$ cat src/hdl/sorted_priority_queue_macros.svh
// Assertion macros used by the queue RTL.
`ifndef SORTED_PRIORITY_QUEUE_MACROS_SVH
`define SORTED_PRIORITY_QUEUE_MACROS_SVH

// The consequent holds in the same cycle as the antecedent.
`define SPQ_ASSERT_NOW(lbl, ante, cons) \
	lbl: assert property (@(posedge clk) disable iff (!arst_n) (ante) |-> (cons)) \
		else $error("queue check failed");

// The consequent holds in the cycle after the antecedent.
`define SPQ_ASSERT_NEXT(lbl, ante, cons) \
	lbl: assert property (@(posedge clk) disable iff (!arst_n) (ante) |=> (cons)) \
		else $error("queue check failed");

`endif

$ cat src/hdl/spq_pkg.sv
`timescale 1ns / 1ps
package spq_pkg;

	localparam logic [1:0] MODE_ADD    = 2'd0;
	localparam logic [1:0] MODE_REMOVE = 2'd1;
	localparam logic [1:0] MODE_LIST   = 2'd2;
	localparam logic [1:0] MODE_CLEAR  = 2'd3;

	localparam logic [2:0] ST_ADDED    = 3'd0;
	localparam logic [2:0] ST_REMOVED  = 3'd1;
	localparam logic [2:0] ST_EMPTY    = 3'd2;
	localparam logic [2:0] ST_BAD_PRIO = 3'd3;
	localparam logic [2:0] ST_FULL     = 3'd4;
	localparam logic [2:0] ST_LISTED   = 3'd5;
	localparam logic [2:0] ST_CLEARED  = 3'd6;

	localparam logic [3:0] PRIO_MIN = 4'd1;
	localparam logic [3:0] PRIO_MAX = 4'd10;

	localparam logic [15:0] ID_FIRST = 16'd1;
	localparam logic [15:0] ID_LAST  = 16'hFFFF;

	typedef struct packed {
		logic [15:0] id;
		logic [3:0]  prio;
	} slot_t;

endpackage

$ cat src/hdl/spq_ram.sv
`timescale 1ns / 1ps
module spq_ram #(
	parameter int WIDTH = 20,
	parameter int DEPTH = 32,
	parameter int AW    = $clog2(DEPTH)
) (
	input  logic             clk,
	input  logic             wr_en,
	input  logic [AW-1:0]    wr_addr,
	input  logic [WIDTH-1:0] wr_data,
	input  logic             rd_en,
	input  logic [AW-1:0]    rd_addr,
	output logic [WIDTH-1:0] rd_data
);

	logic [WIDTH-1:0] mem_q [DEPTH];
	logic [WIDTH-1:0] rd_data_q;

	always_ff @(posedge clk) begin
		if (wr_en) begin
			mem_q[wr_addr] <= wr_data;
		end
		if (rd_en) begin
			rd_data_q <= mem_q[rd_addr];
		end
	end

	assign rd_data = rd_data_q;

endmodule

$ cat src/hdl/sorted_priority_queue.sv
`timescale 1ns / 1ps
// Sorted priority queue of up to CAPACITY entries held in one RAM as a ring that starts at a
// head pointer, highest priority first. Refused adds, full, empty, clear and an add into an
// empty queue are answered straight from idle. Remove steps through the accept, the RAM read
// and the result. An add walks from the tail toward the front, moving each lower-or-equal
// entry up one slot: a read and a compare-and-move per entry, then the write of the new entry.
// List reads and emits each stored entry in turn. The RAM has a single read port with a
// registered read; a stalled result register holds the add, remove and list in place.
`include "sorted_priority_queue_macros.svh"
module sorted_priority_queue import spq_pkg::*; #(
	parameter int CAPACITY = 32
) (
	input  logic        clk,
	input  logic        arst_n,
	input  logic        in_valid,
	output logic        in_stall,
	input  logic [1:0]  mode,
	input  logic [3:0]  prio_in,
	output logic        out_valid,
	input  logic        out_stall,
	output logic [2:0]  status,
	output logic [15:0] entry_id,
	output logic [3:0]  entry_prio,
	output logic        last
);

	localparam int AW = $clog2(CAPACITY);
	localparam int OW = $clog2(CAPACITY + 1);
	localparam logic [AW:0] CAP_W = (AW + 1)'(CAPACITY);
	localparam logic [OW-1:0] CAP_O = OW'(CAPACITY);

	localparam logic [2:0] S_IDLE  = 3'd0;
	localparam logic [2:0] S_A_RD  = 3'd1;
	localparam logic [2:0] S_A_CMP = 3'd2;
	localparam logic [2:0] S_A_FIN = 3'd3;
	localparam logic [2:0] S_R_RD  = 3'd4;
	localparam logic [2:0] S_R_OUT = 3'd5;
	localparam logic [2:0] S_L_RD  = 3'd6;
	localparam logic [2:0] S_L_OUT = 3'd7;

	logic [2:0]    state_q, state_d;
	logic [AW-1:0] head_q, head_d;
	logic [OW-1:0] occ_q, occ_d;
	logic [15:0]   next_id_q, next_id_d;
	logic [AW-1:0] k_q, k_d;
	logic [3:0]    cmd_prio_q, cmd_prio_d;

	logic        out_valid_q;
	logic [2:0]  status_q;
	logic [15:0] id_q;
	logic [3:0]  prio_q;
	logic        last_q;

	logic        emit;
	logic [2:0]  emit_status;
	logic [15:0] emit_id;
	logic [3:0]  emit_prio;
	logic        emit_last;

	logic          wr_en, rd_en;
	logic [AW-1:0] wr_addr, rd_addr;
	slot_t         wr_data, rd_slot;
	logic [$bits(slot_t)-1:0] rd_raw;

	logic out_free, in_acc, prio_ok;
	logic [15:0] id_bump;

	// Logical position in the ring to physical RAM address.
	function automatic logic [AW-1:0] phys(input logic [AW-1:0] head, input logic [AW-1:0] k);
		logic [AW:0] sum;
		sum = {1'b0, head} + {1'b0, k};
		if (sum >= CAP_W) begin
			sum = sum - CAP_W;
		end
		return sum[AW-1:0];
	endfunction

	assign out_free = !out_valid_q || !out_stall;
	assign in_stall = (state_q != S_IDLE) || !out_free;
	assign in_acc   = in_valid && !in_stall;
	assign prio_ok  = (prio_in >= PRIO_MIN) && (prio_in <= PRIO_MAX);
	assign id_bump  = (next_id_q == ID_LAST) ? ID_FIRST : next_id_q + 16'd1;
	assign rd_slot  = slot_t'(rd_raw);

	always_comb begin
		state_d    = state_q;
		head_d     = head_q;
		occ_d      = occ_q;
		next_id_d  = next_id_q;
		k_d        = k_q;
		cmd_prio_d = cmd_prio_q;
		emit        = 1'b0;
		emit_status = ST_ADDED;
		emit_id     = '0;
		emit_prio   = '0;
		emit_last   = 1'b1;
		wr_en   = 1'b0;
		wr_addr = head_q;
		wr_data = '{id: next_id_q, prio: cmd_prio_q};
		rd_en   = 1'b0;
		rd_addr = phys(head_q, k_q);

		unique case (state_q)
			S_IDLE: begin
				if (in_acc) begin
					unique case (mode)
						MODE_ADD: begin
							if (!prio_ok) begin
								emit        = 1'b1;
								emit_status = ST_BAD_PRIO;
							end else if (occ_q == CAP_O) begin
								emit        = 1'b1;
								emit_status = ST_FULL;
							end else if (occ_q == '0) begin
								wr_en       = 1'b1;
								wr_addr     = head_q;
								wr_data     = '{id: next_id_q, prio: prio_in};
								emit        = 1'b1;
								emit_status = ST_ADDED;
								emit_id     = next_id_q;
								emit_prio   = prio_in;
								next_id_d   = id_bump;
								occ_d       = occ_q + OW'(1);
							end else begin
								k_d        = AW'(occ_q - OW'(1));
								cmd_prio_d = prio_in;
								state_d    = S_A_RD;
							end
						end
						MODE_REMOVE: begin
							if (occ_q == '0) begin
								emit        = 1'b1;
								emit_status = ST_EMPTY;
							end else begin
								state_d = S_R_RD;
							end
						end
						MODE_LIST: begin
							if (occ_q == '0) begin
								emit        = 1'b1;
								emit_status = ST_EMPTY;
							end else begin
								k_d     = '0;
								state_d = S_L_RD;
							end
						end
						MODE_CLEAR: begin
							occ_d       = '0;
							emit        = 1'b1;
							emit_status = ST_CLEARED;
						end
						default: begin
						end
					endcase
				end
			end
			S_A_RD: begin
				rd_en   = 1'b1;
				state_d = S_A_CMP;
			end
			S_A_CMP: begin
				if (rd_slot.prio > cmd_prio_q) begin
					// The new entry lands right behind the entry just read.
					if (out_free) begin
						wr_en       = 1'b1;
						wr_addr     = phys(head_q, k_q + AW'(1));
						emit        = 1'b1;
						emit_status = ST_ADDED;
						emit_id     = next_id_q;
						emit_prio   = cmd_prio_q;
						next_id_d   = id_bump;
						occ_d       = occ_q + OW'(1);
						state_d     = S_IDLE;
					end
				end else begin
					wr_en   = 1'b1;
					wr_addr = phys(head_q, k_q + AW'(1));
					wr_data = rd_slot;
					if (k_q == '0) begin
						state_d = S_A_FIN;
					end else begin
						k_d     = k_q - AW'(1);
						state_d = S_A_RD;
					end
				end
			end
			S_A_FIN: begin
				if (out_free) begin
					wr_en       = 1'b1;
					wr_addr     = head_q;
					emit        = 1'b1;
					emit_status = ST_ADDED;
					emit_id     = next_id_q;
					emit_prio   = cmd_prio_q;
					next_id_d   = id_bump;
					occ_d       = occ_q + OW'(1);
					state_d     = S_IDLE;
				end
			end
			S_R_RD: begin
				rd_en   = 1'b1;
				rd_addr = head_q;
				state_d = S_R_OUT;
			end
			S_R_OUT: begin
				if (out_free) begin
					emit        = 1'b1;
					emit_status = ST_REMOVED;
					emit_id     = rd_slot.id;
					emit_prio   = rd_slot.prio;
					head_d      = phys(head_q, AW'(1));
					occ_d       = occ_q - OW'(1);
					state_d     = S_IDLE;
				end
			end
			S_L_RD: begin
				rd_en   = 1'b1;
				state_d = S_L_OUT;
			end
			S_L_OUT: begin
				if (out_free) begin
					emit        = 1'b1;
					emit_status = ST_LISTED;
					emit_id     = rd_slot.id;
					emit_prio   = rd_slot.prio;
					emit_last   = ({1'b0, k_q} == (AW + 1)'(occ_q - OW'(1)));
					k_d         = k_q + AW'(1);
					state_d     = emit_last ? S_IDLE : S_L_RD;
				end
			end
			default: begin
			end
		endcase
	end

	always_ff @(posedge clk or negedge arst_n) begin
		if (!arst_n) begin
			state_q     <= S_IDLE;
			head_q      <= '0;
			occ_q       <= '0;
			next_id_q   <= ID_FIRST;
			k_q         <= '0;
			out_valid_q <= 1'b0;
		end else begin
			state_q   <= state_d;
			head_q    <= head_d;
			occ_q     <= occ_d;
			next_id_q <= next_id_d;
			k_q       <= k_d;
			if (emit) begin
				out_valid_q <= 1'b1;
			end else if (!out_stall) begin
				out_valid_q <= 1'b0;
			end
		end
	end

	always_ff @(posedge clk) begin
		cmd_prio_q <= cmd_prio_d;
		if (emit) begin
			status_q <= emit_status;
			id_q     <= emit_id;
			prio_q   <= emit_prio;
			last_q   <= emit_last;
		end
	end

	spq_ram #(
		.WIDTH($bits(slot_t)),
		.DEPTH(CAPACITY)
	) u_ram (
		.clk    (clk),
		.wr_en  (wr_en),
		.wr_addr(wr_addr),
		.wr_data(wr_data),
		.rd_en  (rd_en),
		.rd_addr(rd_addr),
		.rd_data(rd_raw)
	);

	assign out_valid  = out_valid_q;
	assign status     = status_q;
	assign entry_id   = id_q;
	assign entry_prio = prio_q;
	assign last       = last_q;

	`SPQ_ASSERT_NOW(a_occ_bound, 1'b1, occ_q <= CAP_O)
	`SPQ_ASSERT_NEXT(a_clear_empties, in_acc && (mode == MODE_CLEAR), occ_q == '0)
	`SPQ_ASSERT_NOW(a_partial_list, out_valid_q && !last_q, (state_q == S_L_RD) || (state_q == S_L_OUT))

endmodule
$ cat config.mk
export PLATFORM = sky130hd
export DESIGN_NAME = sorted_priority_queue
export DESIGN_NICKNAME = d
export VERILOG_FILES = /design/src/hdl/spq_pkg.sv /design/src/hdl/spq_ram.sv /design/src/hdl/sorted_priority_queue.sv
export VERILOG_INCLUDE_DIRS = /design/src /design/src/hdl
export SDC_FILE = /design/constraint.sdc
export NUM_CORES = 1
export LEC_CHECK = 0
export ABC_AREA = 1
export BUFFER_PORTS_ARGS = -buffer_cell sky130_fd_sc_hd__clkbuf_2
export CORE_AREA = 4 4 310 312
export CTS_BUF_LIST = sky130_fd_sc_hd__clkbuf_4
export CTS_CLUSTER_DIAMETER = 60
export CTS_CLUSTER_SIZE = 8
export DETAILED_ROUTE_END_ITERATION = 7
export DIE_AREA = 0 0 314 316
export GPL_TIMING_DRIVEN = 0
export SYNTH_ARGS = -nofsm -noshare
export SYNTH_HDL_FRONTEND = slang
export SYNTH_HIERARCHICAL = 1
export SYNTH_SLANG_ARGS = --single-unit
$ cat constraint.sdc
create_clock -name clk -period 3.3 [get_ports clk]
set_clock_uncertainty 0.15 [all_clocks]
set_input_delay 0.99 -clock clk [delete_from_list [all_inputs] [get_ports clk]]
set_output_delay 0.99 -clock clk [all_outputs]
set_load 0.05 [all_outputs]
### Yosys cells after proc, flatten, opt, wreduce, memory -nomap -nowiden

Memories as Yosys holds them, arrays and structs flattened. A register that Yosys moved wholly into a read port is not among the register bits.
Index checks and enable logic that the tools add are counted.

* output and inout port bits: 26
* input bits: 10
* flip-flop bits (word level): 64
* memory bits (writable): 640
* memories: 1
* logic and storage cells: 192

Memory list
* u_ram.mem_q: depth 32, width 20, read ports 1, clocked after memory_dff 1, wr ports 1, RTL line spq_ram.sv:16 `logic [WIDTH-1:0] mem_q [DEPTH];`

* magnitude comparators: 6
* muxes and demuxes: 100
* equality and inequality tests: 33
* $add $sub $neg: 11
* bitwise logic cells: 2
* reductions and logical operators: 28

Operators with widths (count)
* $mux 16: 16
* $mux 5: 15
* $pmux 16 s4: 1
* $mux 4: 13
* $pmux 16 s3: 1
* $mux 3: 14
* $mux 6: 7
* $pmux 20 s2: 1
* $pmux 3 s3: 3
* $pmux 6 s4: 1
* $pmux 3 s7: 1
* $mux 20: 1
* $sub 5x1->5 const B: 4
* $ge 6x6->1 const B: 3
* $ne 2x2->1 const B: 9
* $ne 3x3->1 const B: 6
* $mux 1: 17
* $add 16x1->16 const B: 1
* $eq 16x16->1 const B: 1
* $pmux 4 s4: 1
* $reduce_and 8->1: 2
* $pmux 5 s3: 1
* $add 5x5->6: 2
* $eq 3x3->1 const B: 4
* 36 further kinds: 55

### Longest topological paths before layout

Gate-level depths: netlist of the first run.

* depth in word-level cells: 10
* mapped depth: 17
* gate-level depth less buffers: 15

### Cells and area by module

Netlist of the first run, hierarchy kept.

Modules (own cells, without submodules)
* spq_ram: cells each 2230, seq. area each 19819.0 um2, area each 26719.4 um2, times used 1
* sorted_priority_queue: cells each 635, seq. area each 1742.9 um2, area each 4823.4 um2, times used 1

### Least setup slack after synthesis of the first run

No wires, ideal clock.

* path kind: input to register
* from: input port out_stall
* to: memory u_ram.mem_q[30][0] (enable)
* setup slack: -0.318 ns
* arrival: 3.071 ns
* path buffers: 0
* library setup time: 0.397 ns
* stages on the path: 7
* required time: 2.753 ns
* cell sequence: nand2_1 > o21ai_1 > inv_1 > nand2_1 > xor2_1 > nand3_1 > nor2_1

* elaborated cells on any way between the ends: 15
* classes of those cells: mux (9); reduce/logical (6)

RTL lines
* start, declared: RTL line sorted_priority_queue.sv:20 `input logic out_stall,`
* $logic_not 1->1
* $logic_or 1x1->1: RTL line sorted_priority_queue.sv:78 `assign out_free = !out_valid_q || !out_stall;`
* $mux 5: RTL line sorted_priority_queue.sv:164 `if (out_free) begin`
* $mux 5: RTL line sorted_priority_queue.sv:162 `if (rd_slot.prio > cmd_prio_q) begin`
* $mux 5
* via wr_addr[4]: RTL line sorted_priority_queue.sv:61 `logic [AW-1:0] wr_addr, rd_addr;`
* end, declared: RTL line spq_ram.sv:16

The timed path passes the listed nets, and every way through them passes these cells.

### Worst setup path after layout of the first run

* from: register k_q[0]
* to: memory u_ram.mem_q[2][7] (enable)

* word-level cells in the longest chain between the ends: 7
* elaborated cells on any way between the ends: 8
* classes of those cells: add/sub (3); order compare (1); mux (4)

Ends and longest elaborated chain
* start, declared: RTL line sorted_priority_queue.sv:45 `logic [AW-1:0] k_q, k_d;`
* start signal, assigned: RTL line sorted_priority_queue.sv:249 `k_q <= k_d;`
* $add 5x1->5 *: RTL line sorted_priority_queue.sv:166, sorted_priority_queue.sv:177
* $add 5x5->6 *: RTL line sorted_priority_queue.sv:71 `sum = {1'b0, head} + {1'b0, k};`
* $sub 5x1->5 or $ge 6x6->1 (tied branches): RTL line sorted_priority_queue.sv:73, sorted_priority_queue.sv:72
* $mux 5 *: RTL line sorted_priority_queue.sv:72 `if (sum >= CAP_W) begin`
* $mux 5: RTL line sorted_priority_queue.sv:164
* $mux 5 *: RTL line sorted_priority_queue.sv:162
* $mux 5 *
* via wr_addr[4]: RTL line sorted_priority_queue.sv:61

The timed path passes the listed nets; every way through them passes the cells marked *.

==> reports/results.ini, run 1 <==
[sta]
fin_setup_tns_ns=0
setup_viol=0
worst_pin_slew_ns=1.08
relSlewSlack_pct=28.3
fin_crit_sh_pct=99.0
drv_slew=0
period_needed_ns=3.27
holdWs_ns=0.107
max_freq_ghz=0.306
final-hold-violation-count=0

[worst_setup_path]
slowest_delay_ns=0.46
cp_slowest_cell=dfrtp_2
crit_required_ns=3.71
path_cells=ha_1 > nand2_1 > inv_1 > nor2_4 > ha_4 > nand3_1 > nand2_1 > xnor2_2 > nand2_2 > xor2_4 > buf_12 > clkinvlp_4 > nand3_4 > buf_12 > nor2_4 > clkbuf_16
reg2regPathDepth=16
crit_path_end_kind=register
critPathKind=register to register
cp.arrival_ns=3.67
crit_path_max_fanout=8
startpoint_type=register

[run_status]
status=finished clean

[synthesis]
synth-seq-cells=724
yosysSeqAreaShare_pct=68.4
synth_area_sq_mm=0.0315
netlist.area_leader.share_pct=65.5
synth_flop_cell=edfxtp_1
syn_nets=2902
synth_edf_count=688
synth_cells=2865
synth_most_common_cell=nand2_1
synthTopCellsByArea=edfxtp_1, nand2_1, nand3_1
syn_area_per_cell_sq_um=11.0
synth_top_cell_by_area=edfxtp_1
synth_cell_type_count=46
async_flop_share_pct=4.97
synth_common_cells=nand2_1, edfxtp_1, nand3_1, inv_1, nor2_1
ys_warn_count=6

[grt]
grt_util_all_layers_pct=18.4
grt_overflow_total=0
grt_pass1_wl_mm=136
antenna_found_initial=2
grt_max_degree=37
grt_pass1_vias=21447

[floorplanning]
core_sq_mm=0.0930
ios=36
die_w_um=314
die_area_sq_mm=0.0992
die_y_um=316
start_util_pct=33.9
fp-row-count=112

[clocking]
numClockSinks=724
cts_buffers=102
htree_levels=3
clk_path_buf_depth=3
cts_root_buf=clkbuf_4
cts_tree=done
clock_latency_ns=0.92
cts.clk_slew.worst_paths_ns=0.11

[finish]
fin_nets=3240
area_growth_pct=20.6
stdcell_area_sq_mm=0.0381
drive_above_1_share_pct=20.5
fillers=8837
final_core_util_pct=40.9

[min_path]
hold_path.class=primary input to async pin

[detailed_routing]
viasPerCell=5.01
drt_iter0_drc=2417
vias=22643
routed_wl_mm=92.9
wl_per_cell_um=20.5
route.detailed.drc=0
ant_nets=0
first_pass_iters=8

[placed_design]
gp_congestion=0.953
port_buffers=35
dp_hpwl_mm=58.1
place_area_sq_mm=0.0341

[job]
max_cap_violations=0

==> sequential cells by signal, summed over array words and instances, names as in the netlist, 5 cells and up <==
register,flops
u_ram/mem_q,640
u_ram/rd_data,20
entry_id,16
next_id_q,16
occ_q,6
head_q,5
k_q,5
==> area by class of cell <==
| type | count | area, sq um | area share (%) |
|---|---|---|---|
| sequential | 724 | 21600 | 56.7 |
| timing repair buffer | 204 | 2450 | 6.45 |
| multi-input combinational | 1928 | 9720 | 25.6 |
| inverter | 94 | 388 | 1.02 |
| clock buffer | 157 | 1180 | 3.10 |
| buffer | 149 | 1050 | 2.75 |
| tap | 1254 | 1570 | 4.12 |
| clock inverter | 10 | 116 | 0.306 |
| antenna | 2 | 5.00 | 0.0132 |
==> layout by cell type, fill, tap and decap left out, types with 41 or more instances in the layout <==
cell	count
buf_4	119
clkbuf_4	162
inv_1	73
nand2_1	1073
clkbuf_2	44
nand3_1	524
nor2_1	45
nor2_4	71
edfxtp_1	688
buf_2	58
buf_6	41
buf_12	51
==> timing repair <==
action                                  4_1_cts  5_1_grt
gates cloned                                 32        1
endpoints found under the setup margin      675      949
pin swaps                                    63        9
resized for setup                           118       58
setup buffers                               104       32
hold buffers                                  0        0
==> cell families (layout without fill, tap and decap cells) <==
group,after synthesis,count (layout),synth area share (%)
xor+xnor,31,31,0.861
buf+inv,245,614,4.32
mux,2,2,0.0635
other cells,0,2,0
fa+ha+maj,27,27,1.12
flops,724,724,68.4
compound gates,103,103,2.00
simple gates,1733,1765,23.3
==> through the flow <==
stage,cells,setup WS (ns)
floorplan,2865,-0.133
global route,4522,-0.0327
finish,4522,0.0329
detailed placement,4186,-1.66
global placement,4154,-3.19
CTS,4489,0.00420
==> critical path, delay by kind of cell (launching register included) <==
kind                       cells  cell delay (ns)
xor gates and xnor gates       2             0.31
buffers and inverters          5             0.73
and+or+nand+nor                7             0.80
adders and majority gates      2             0.47
DFF                            1             0.46
==> layer usage <==
metal,global-route usage (%),up-vias,part of all wire (%)
met4,6.99,0,4.1
met2,28.6,994,45
met1,25.8,10762,42
li1,-,10657,-
met5,0,-,0
met3,3.32,230,9.1
==> worst paths after layout <==
kind / start / end / slack, ns
min: arst_n / next_id_q[9] / 0.11
max reg2reg: k_q[0] / u_ram/mem_q[2][7] / 0.03
max: k_q[0] / u_ram/mem_q[2][7] / 0.03
min reg2reg: k_q[4] / k_q[4] / 0.38
min in group clk: prio_in[2] / cmd_prio_q[2] / 0.26
max in group asynchronous: arst_n / k_q[1] / 2.11
Power of run 1 is left out: the tool's default activity adds up to more than one toggle a clock period on the data nets, which glitch-free logic cannot reach.
==> run 2, diff against run 1 <==
--- a/config.mk
+++ b/config.mk
@@ -8,14 +8,16 @@
 export LEC_CHECK = 0
 export ABC_AREA = 1
 export BUFFER_PORTS_ARGS = -buffer_cell sky130_fd_sc_hd__clkbuf_2
-export CORE_AREA = 4 4 310 312
+export CELL_PAD_IN_SITES_DETAIL_PLACEMENT = 0
+export CELL_PAD_IN_SITES_GLOBAL_PLACEMENT = 1
+export CORE_AREA = 2 2 318 320
 export CTS_BUF_LIST = sky130_fd_sc_hd__clkbuf_4
 export CTS_CLUSTER_DIAMETER = 60
 export CTS_CLUSTER_SIZE = 8
 export DETAILED_ROUTE_END_ITERATION = 7
-export DIE_AREA = 0 0 314 316
+export DIE_AREA = 0 0 320 322
 export GPL_TIMING_DRIVEN = 0
+export PLACE_DENSITY_LB_ADDON = 0.1
 export SYNTH_ARGS = -nofsm -noshare
 export SYNTH_HDL_FRONTEND = slang
-export SYNTH_HIERARCHICAL = 1
 export SYNTH_SLANG_ARGS = --single-unit
==> reports/results.ini, run 2 <==
[run_status]
status=complete, but fails checks
violations=setup timing

[min_path]
hold_path.class=primary input to register

[clocking]
cts_root_buf=clkbuf_4
clock_latency_ns=1.00  ; +0.08 ns
cts_buffers=104  ; +2.0%
clk_path_buf_depth=3  ; unchanged
numClockSinks=724  ; unchanged
cts_tree=done
htree_levels=3  ; unchanged
cts.clk_slew.worst_paths_ns=0.11  ; about the same

[finish]
largest_register_ffs=640  ; unchanged
fin_nets=3797  ; +17%
area_growth_pct=18.7
regMostFlops=u_ram.mem_q
drive_above_1_share_pct=15.7  ; -4.8 points
final_core_util_pct=40.1  ; -0.82 points
final_cell_mix=nand2_1, inv_1, nand3_1, edfxtp_1, clkbuf_4
final_common_cell=nand2_1
fin_cells=5099  ; +13%

[sta]
final-hold-violation-count=0  ; unchanged
fin_ws_ns=-0.00807  ; -0.0409 ns
relSlewSlack_pct=23.2  ; -5.0 points
period_needed_ns=3.31  ; +0.0409 ns
fin_setup_tns_ns=-0.00807  ; -0.00807 ns
rsz0062_at_grt=true
fin_crit_sh_pct=100  ; +1.2 points
drv_slew=0  ; unchanged
max_freq_ghz=0.302  ; -1.2%
setup_viol=1  ; +1
worst_pin_slew_ns=1.15  ; +0.0754 ns

[synthesis]
ys_warn_count=0  ; -6
synthTopCellsByArea=edfxtp_1, nand3_1, nand2_1
synth_top_cell_by_area=edfxtp_1
synth_cell_type_count=45  ; -2.2%
synth-seq-cells=724  ; unchanged
synth_flop_cell=edfxtp_1
synth_cells=3451  ; +20%
synth_edf_count=688  ; unchanged
synth_most_common_cell=nand2_1
syn_area_per_cell_sq_um=9.74  ; -12%
async_flop_share_pct=4.97  ; unchanged
synth_common_cells=nand2_1, nand3_1, inv_1, edfxtp_1, clkbuf_1
yosysSeqAreaShare_pct=64.1  ; -4.2 points
syn_nets=3488  ; +20%
netlist.area_leader.share_pct=61.5  ; -4.0 points
synth_area_sq_mm=0.0336  ; +6.6%

[floorplanning]
fp-row-count=116  ; +3.6%
ios=36  ; unchanged
core_sq_mm=0.0996  ; +7.0%
start_util_pct=33.8  ; -0.14 points
die_w_um=320  ; +1.9%
die_y_um=322  ; +1.9%
die_area_sq_mm=0.103  ; +3.8%

[grt]
grt_max_degree=37  ; unchanged
grt_pass1_vias=23753  ; +11%
antenna_found_initial=2  ; unchanged
grt_overflow_total=0  ; unchanged
grt_util_all_layers_pct=20.5  ; +2.1 points
grt_pass1_wl_mm=155  ; +14%

[worst_setup_path]
cp.arrival_ns=3.87  ; +0.20 ns
reg2regPathDepth=13  ; -3
crit_required_ns=3.86  ; +0.15 ns
crit_end=u_ram.rd_data[0]
crit_path_end_kind=register
reg2reg_from=k_q[0]
crit_path_max_fanout=10  ; +2
r2r_end=u_ram.rd_data[0]
crit_path_start=k_q[0]
ff2ff_setup_slack_ns=-0.008  ; -0.04 ns
critPathKind=register to register
startpoint_type=register

[placed_design]
port_buffers=35  ; unchanged
gp_congestion=0.932  ; -2.2%
dp_hpwl_mm=74.5  ; +28%
dp_cells=4834  ; +15%

[detailed_routing]
wl_per_cell_um=20.7  ; +0.82%
ant_nets=0  ; unchanged
vias=24355  ; +7.6%
viasPerCell=4.78  ; -4.6%
routed_wl_mm=106  ; +14%
route.detailed.drc=0  ; unchanged
first_pass_iters=5  ; -3
drt_iter0_drc=1704  ; -29%

[job]
max_cap_violations=0  ; unchanged

## run 2: cell families after synthesis
family | Yosys count | share of synthesized area, %
compound gates | 112 | 1.99
flops | 724 | 64.1
fa+ha+maj | 27 | 1.05
xor+xnor | 23 | 0.599
buf+inv | 912 | 10.5
simple gates | 1653 | 21.7
## run 2: critical path, stage by stage (launching register included)
cell,delay [ns]
dfrtp_2,0.44
clkinvlp_4,0.16
ha_1,0.42
nand2_2,0.24
nand2_2,0.18
buf_6,0.23
buf_2,0.25
nand2_1,0.08
nand3_1,0.11
nand3_1,0.12
nand3_1,0.18
nand2_1,0.19
nand2_1,0.15
nand2_1,0.13
## run 2: layout make-up
type | instances | area [sq um]
clock buffers | 126 | 946
flip-flops and latches | 724 | 21600
plain buffers | 164 | 883
repair buffers | 198 | 2470
fillers | 9847 | 59700
multi-input cells | 1821 | 9440
diodes | 5 | 12.5
clock inverters | 16 | 126
well taps | 1298 | 1620
inverters | 747 | 2830
## run 2: metal layers
metal / vias up / global-route usage, % / share of wire (%)
met5: - / 0 / 0
met4: 0 / 7.57 / 3.5
met3: 158 / 2.47 / 4.5
met2: 656 / 33.3 / 46
met1: 11654 / 28.2 / 46
li1: 11887 / - / -
## run 2: repair_timing
item	4_1_cts	5_1_grt
hold buffers	5	0
endpoints found under the hold margin	32	0
pin swaps	50	19
cloned	6	0
setup endpoints to repair	1297	691
setup buffers	84	24
gates resized for setup	115	107
## run 2: worst min-delay path by stage
stage / startpoint / to / slack [ns] / cells past startpoint
after global placement: next_id_q[14] / next_id_q[14] / 0.36 / 2
after detailed placement: next_id_q[14] / next_id_q[14] / 0.36 / 2
after global routing: in_valid / status[0] / 0.25 / 3
after floorplan: next_id_q[14] / next_id_q[14] / 0.33 / 2
final: in_valid / status[0] / 0.31 / 3
after CTS: in_valid / status[0] / 0.19 / 3
## run 2: through the flow
| step | hold WS, ns | area [sq um] | setup WS (ns) |
|---|---|---|---|
| after detailed placement | 0.364 | 36700 | -1.18 |
| after CTS | 0.188 | 39400 | -0.0632 |
| after global routing | 0.251 | 39900 | -0.0399 |
| final | 0.315 | 39900 | -0.00807 |
| after global placement | 0.359 | 35400 | -3.37 |
| after floorplan | 0.331 | 33600 | -0.250 |
Power of run 2 is left out for the same reason.
==> run 3, diff against run 2 <==
--- a/config.mk
+++ b/config.mk
@@ -10,12 +10,12 @@
 export BUFFER_PORTS_ARGS = -buffer_cell sky130_fd_sc_hd__clkbuf_2
 export CELL_PAD_IN_SITES_DETAIL_PLACEMENT = 0
 export CELL_PAD_IN_SITES_GLOBAL_PLACEMENT = 1
-export CORE_AREA = 2 2 318 320
+export CORE_AREA = 2 2 271 273
 export CTS_BUF_LIST = sky130_fd_sc_hd__clkbuf_4
 export CTS_CLUSTER_DIAMETER = 60
 export CTS_CLUSTER_SIZE = 8
 export DETAILED_ROUTE_END_ITERATION = 7
-export DIE_AREA = 0 0 320 322
+export DIE_AREA = 0 0 273 275
 export GPL_TIMING_DRIVEN = 0
 export PLACE_DENSITY_LB_ADDON = 0.1
 export SYNTH_ARGS = -nofsm -noshare
==> reports/results.ini, run 3 (synthesized netlist as in run 2, its figures left out) <==
[grt]
antenna_found_initial=1  ; -1
grt_overflow_total=0  ; unchanged
grt_max_degree=37  ; unchanged
grt_pass1_wl_mm=140  ; -9.1%
grt_util_all_layers_pct=25.3  ; +4.8 points
grt_pass1_vias=23223  ; -2.2%

[finish]
stdcell_area_sq_mm=0.0392  ; -1.6%
fillers=6461  ; -34%
seqCellArea_sq_mm=0.0216  ; about the same
area_growth_pct=16.7
drive_above_1_share_pct=14.7  ; -0.98 points
regMostFlops=u_ram.mem_q
multiInputGateArea_sq_mm=0.00931  ; -1.4%
fin_nets=3796  ; -0.026%
final_cell_mix=nand2_1, nand3_1, inv_1, edfxtp_1, clkbuf_4
final_common_cell=nand2_1
largest_register_ffs=640  ; unchanged

[clocking]
clock_latency_ns=0.89  ; -0.11 ns
htree_levels=3  ; unchanged
cts_root_buf=clkbuf_4
cts.clk_slew.worst_paths_ns=0.12  ; about the same
clk_path_buf_depth=3  ; unchanged
numClockSinks=724  ; unchanged
cts_tree=done
cts_buffers=101  ; -2.9%
cts_hold_buffers=0  ; -5

[worst_setup_path]
ff2ff_setup_slack_ns=0.05  ; +0.06 ns
critPathTopFamily=simple AND/OR/NAND/NOR gates
reg2reg_from=head_q[2]
crit_required_ns=3.75  ; -0.11 ns
crit_path_end_kind=register
slowest_delay_ns=0.52  ; +0.08 ns
critPathBufInv=2  ; -1
path_cells=ha_1 > a21oi_1 > nand3b_1 > nand2_1 > nand2_1 > nand2_1 > inv_2 > clkbuf_2 > nand3_1 > nand2_1 > nand2_1 > nand2_1
crit_path_frequent_cell=nand2_1
crit_path_max_fanout=10  ; unchanged
r2r_end=u_ram.rd_data[10]
reg2regPathDepth=12  ; -1
startpoint_type=register
critPathKind=register to register
cp_slowest_cell=dfrtp_1
cp.arrival_ns=3.70  ; -0.17 ns

[placed_design]
place_area_sq_mm=0.0361  ; -1.4%
port_buffers=35  ; unchanged
dp_slack_ns=-1.32  ; -0.144 ns
dp_hpwl_mm=65.3  ; -12%
gp_congestion=0.903  ; -3.1%

[detailed_routing]
vias=24477  ; +0.50%
wl_per_cell_um=19.9  ; -3.7%
viasPerCell=5.15  ; +7.8%
ant_nets=0  ; unchanged
route.detailed.drc=0  ; unchanged
drt_iter0_drc=2022  ; +19%
first_pass_iters=6  ; +1
routed_wl_mm=94.7  ; -10%

[sta]
worst_pin_slew_ns=1.09  ; -0.0595 ns
max_freq_ghz=0.308  ; +1.8%
fin_crit_sh_pct=98.5  ; -1.8 points
relSlewSlack_pct=27.2  ; +4.0 points
drv_slew=0  ; unchanged
setup_viol=0  ; -1
final-hold-violation-count=0  ; unchanged
period_needed_ns=3.25  ; -0.0587 ns
rsz0062_at_grt=true
fin_ws_ns=0.0506  ; +0.0587 ns

[min_path]
hold_path.class=primary input to async pin

[floorplanning]
start_util_pct=46.5  ; +13 points
core_sq_mm=0.0723  ; -27%
die_area_sq_mm=0.0751  ; -27%
die_w_um=273  ; -15%
die_y_um=275  ; -15%
ios=36  ; unchanged
fp-row-count=99  ; -15%

[run_status]
status=finished clean

[job]
max_cap_violations=0  ; unchanged

==> run 3: worst max-delay path by stage <==
stage	start	to	cells after the start
after floorplan	k_q[1]	u_ram.mem_q[16][0]	11
final	head_q[2]	u_ram.rd_data[10]	12
after global routing	k_q[2]	u_ram.mem_q[9][12]	14
after global placement	mode[0]	u_ram.mem_q[10][0]	8
after CTS	cmd_prio_q[3]	u_ram.mem_q[19][15]	14
after detailed placement	mode[0]	u_ram.mem_q[12][2]	9
==> run 3: metrics by stage <==
step	TNS, ns	std cells	hold WS (ns)	util, %
after global routing	-0.117	4751	0.144	54.2
final	0	4752	0.145	54.2
after detailed placement	-752.29	4489	0.361	50.0
after floorplan	-139.71	3451	0.331	-
after global placement	-2234.55	4445	0.354	48.4
after CTS	-1.06	4722	0.0808	53.6
==> run 3: area by class of cell <==
type                    count  share of cell area, %
well taps                 959                   3.06
clock inverters             7                  0.236
diodes                      2                 0.0128
clock buffers             128                   2.45
multi-input cells        1826                   23.7
plain buffers             165                   2.16
repair buffers            194                   6.24
flip-flops and latches    724                   55.0
inverters                 747                   7.18
==> run 3: timing repair <==
action                      CTS  global route
gates resized for setup      86            80
gates cloned                 11             3
setup endpoints to repair  1301           924
pin swaps                    52            18
buffers inserted             87            25
==> run 3: metal layers <==
metal	GRT usage (%)	share of wire [%]	vias to the layer above
li1	-	-	11877
met3	3.05	5.7	175
met5	0	0	-
met2	40.2	45	723
met4	10.5	4.1	0
met1	35.4	45	11702
Power of run 3 is left out for the same reason.
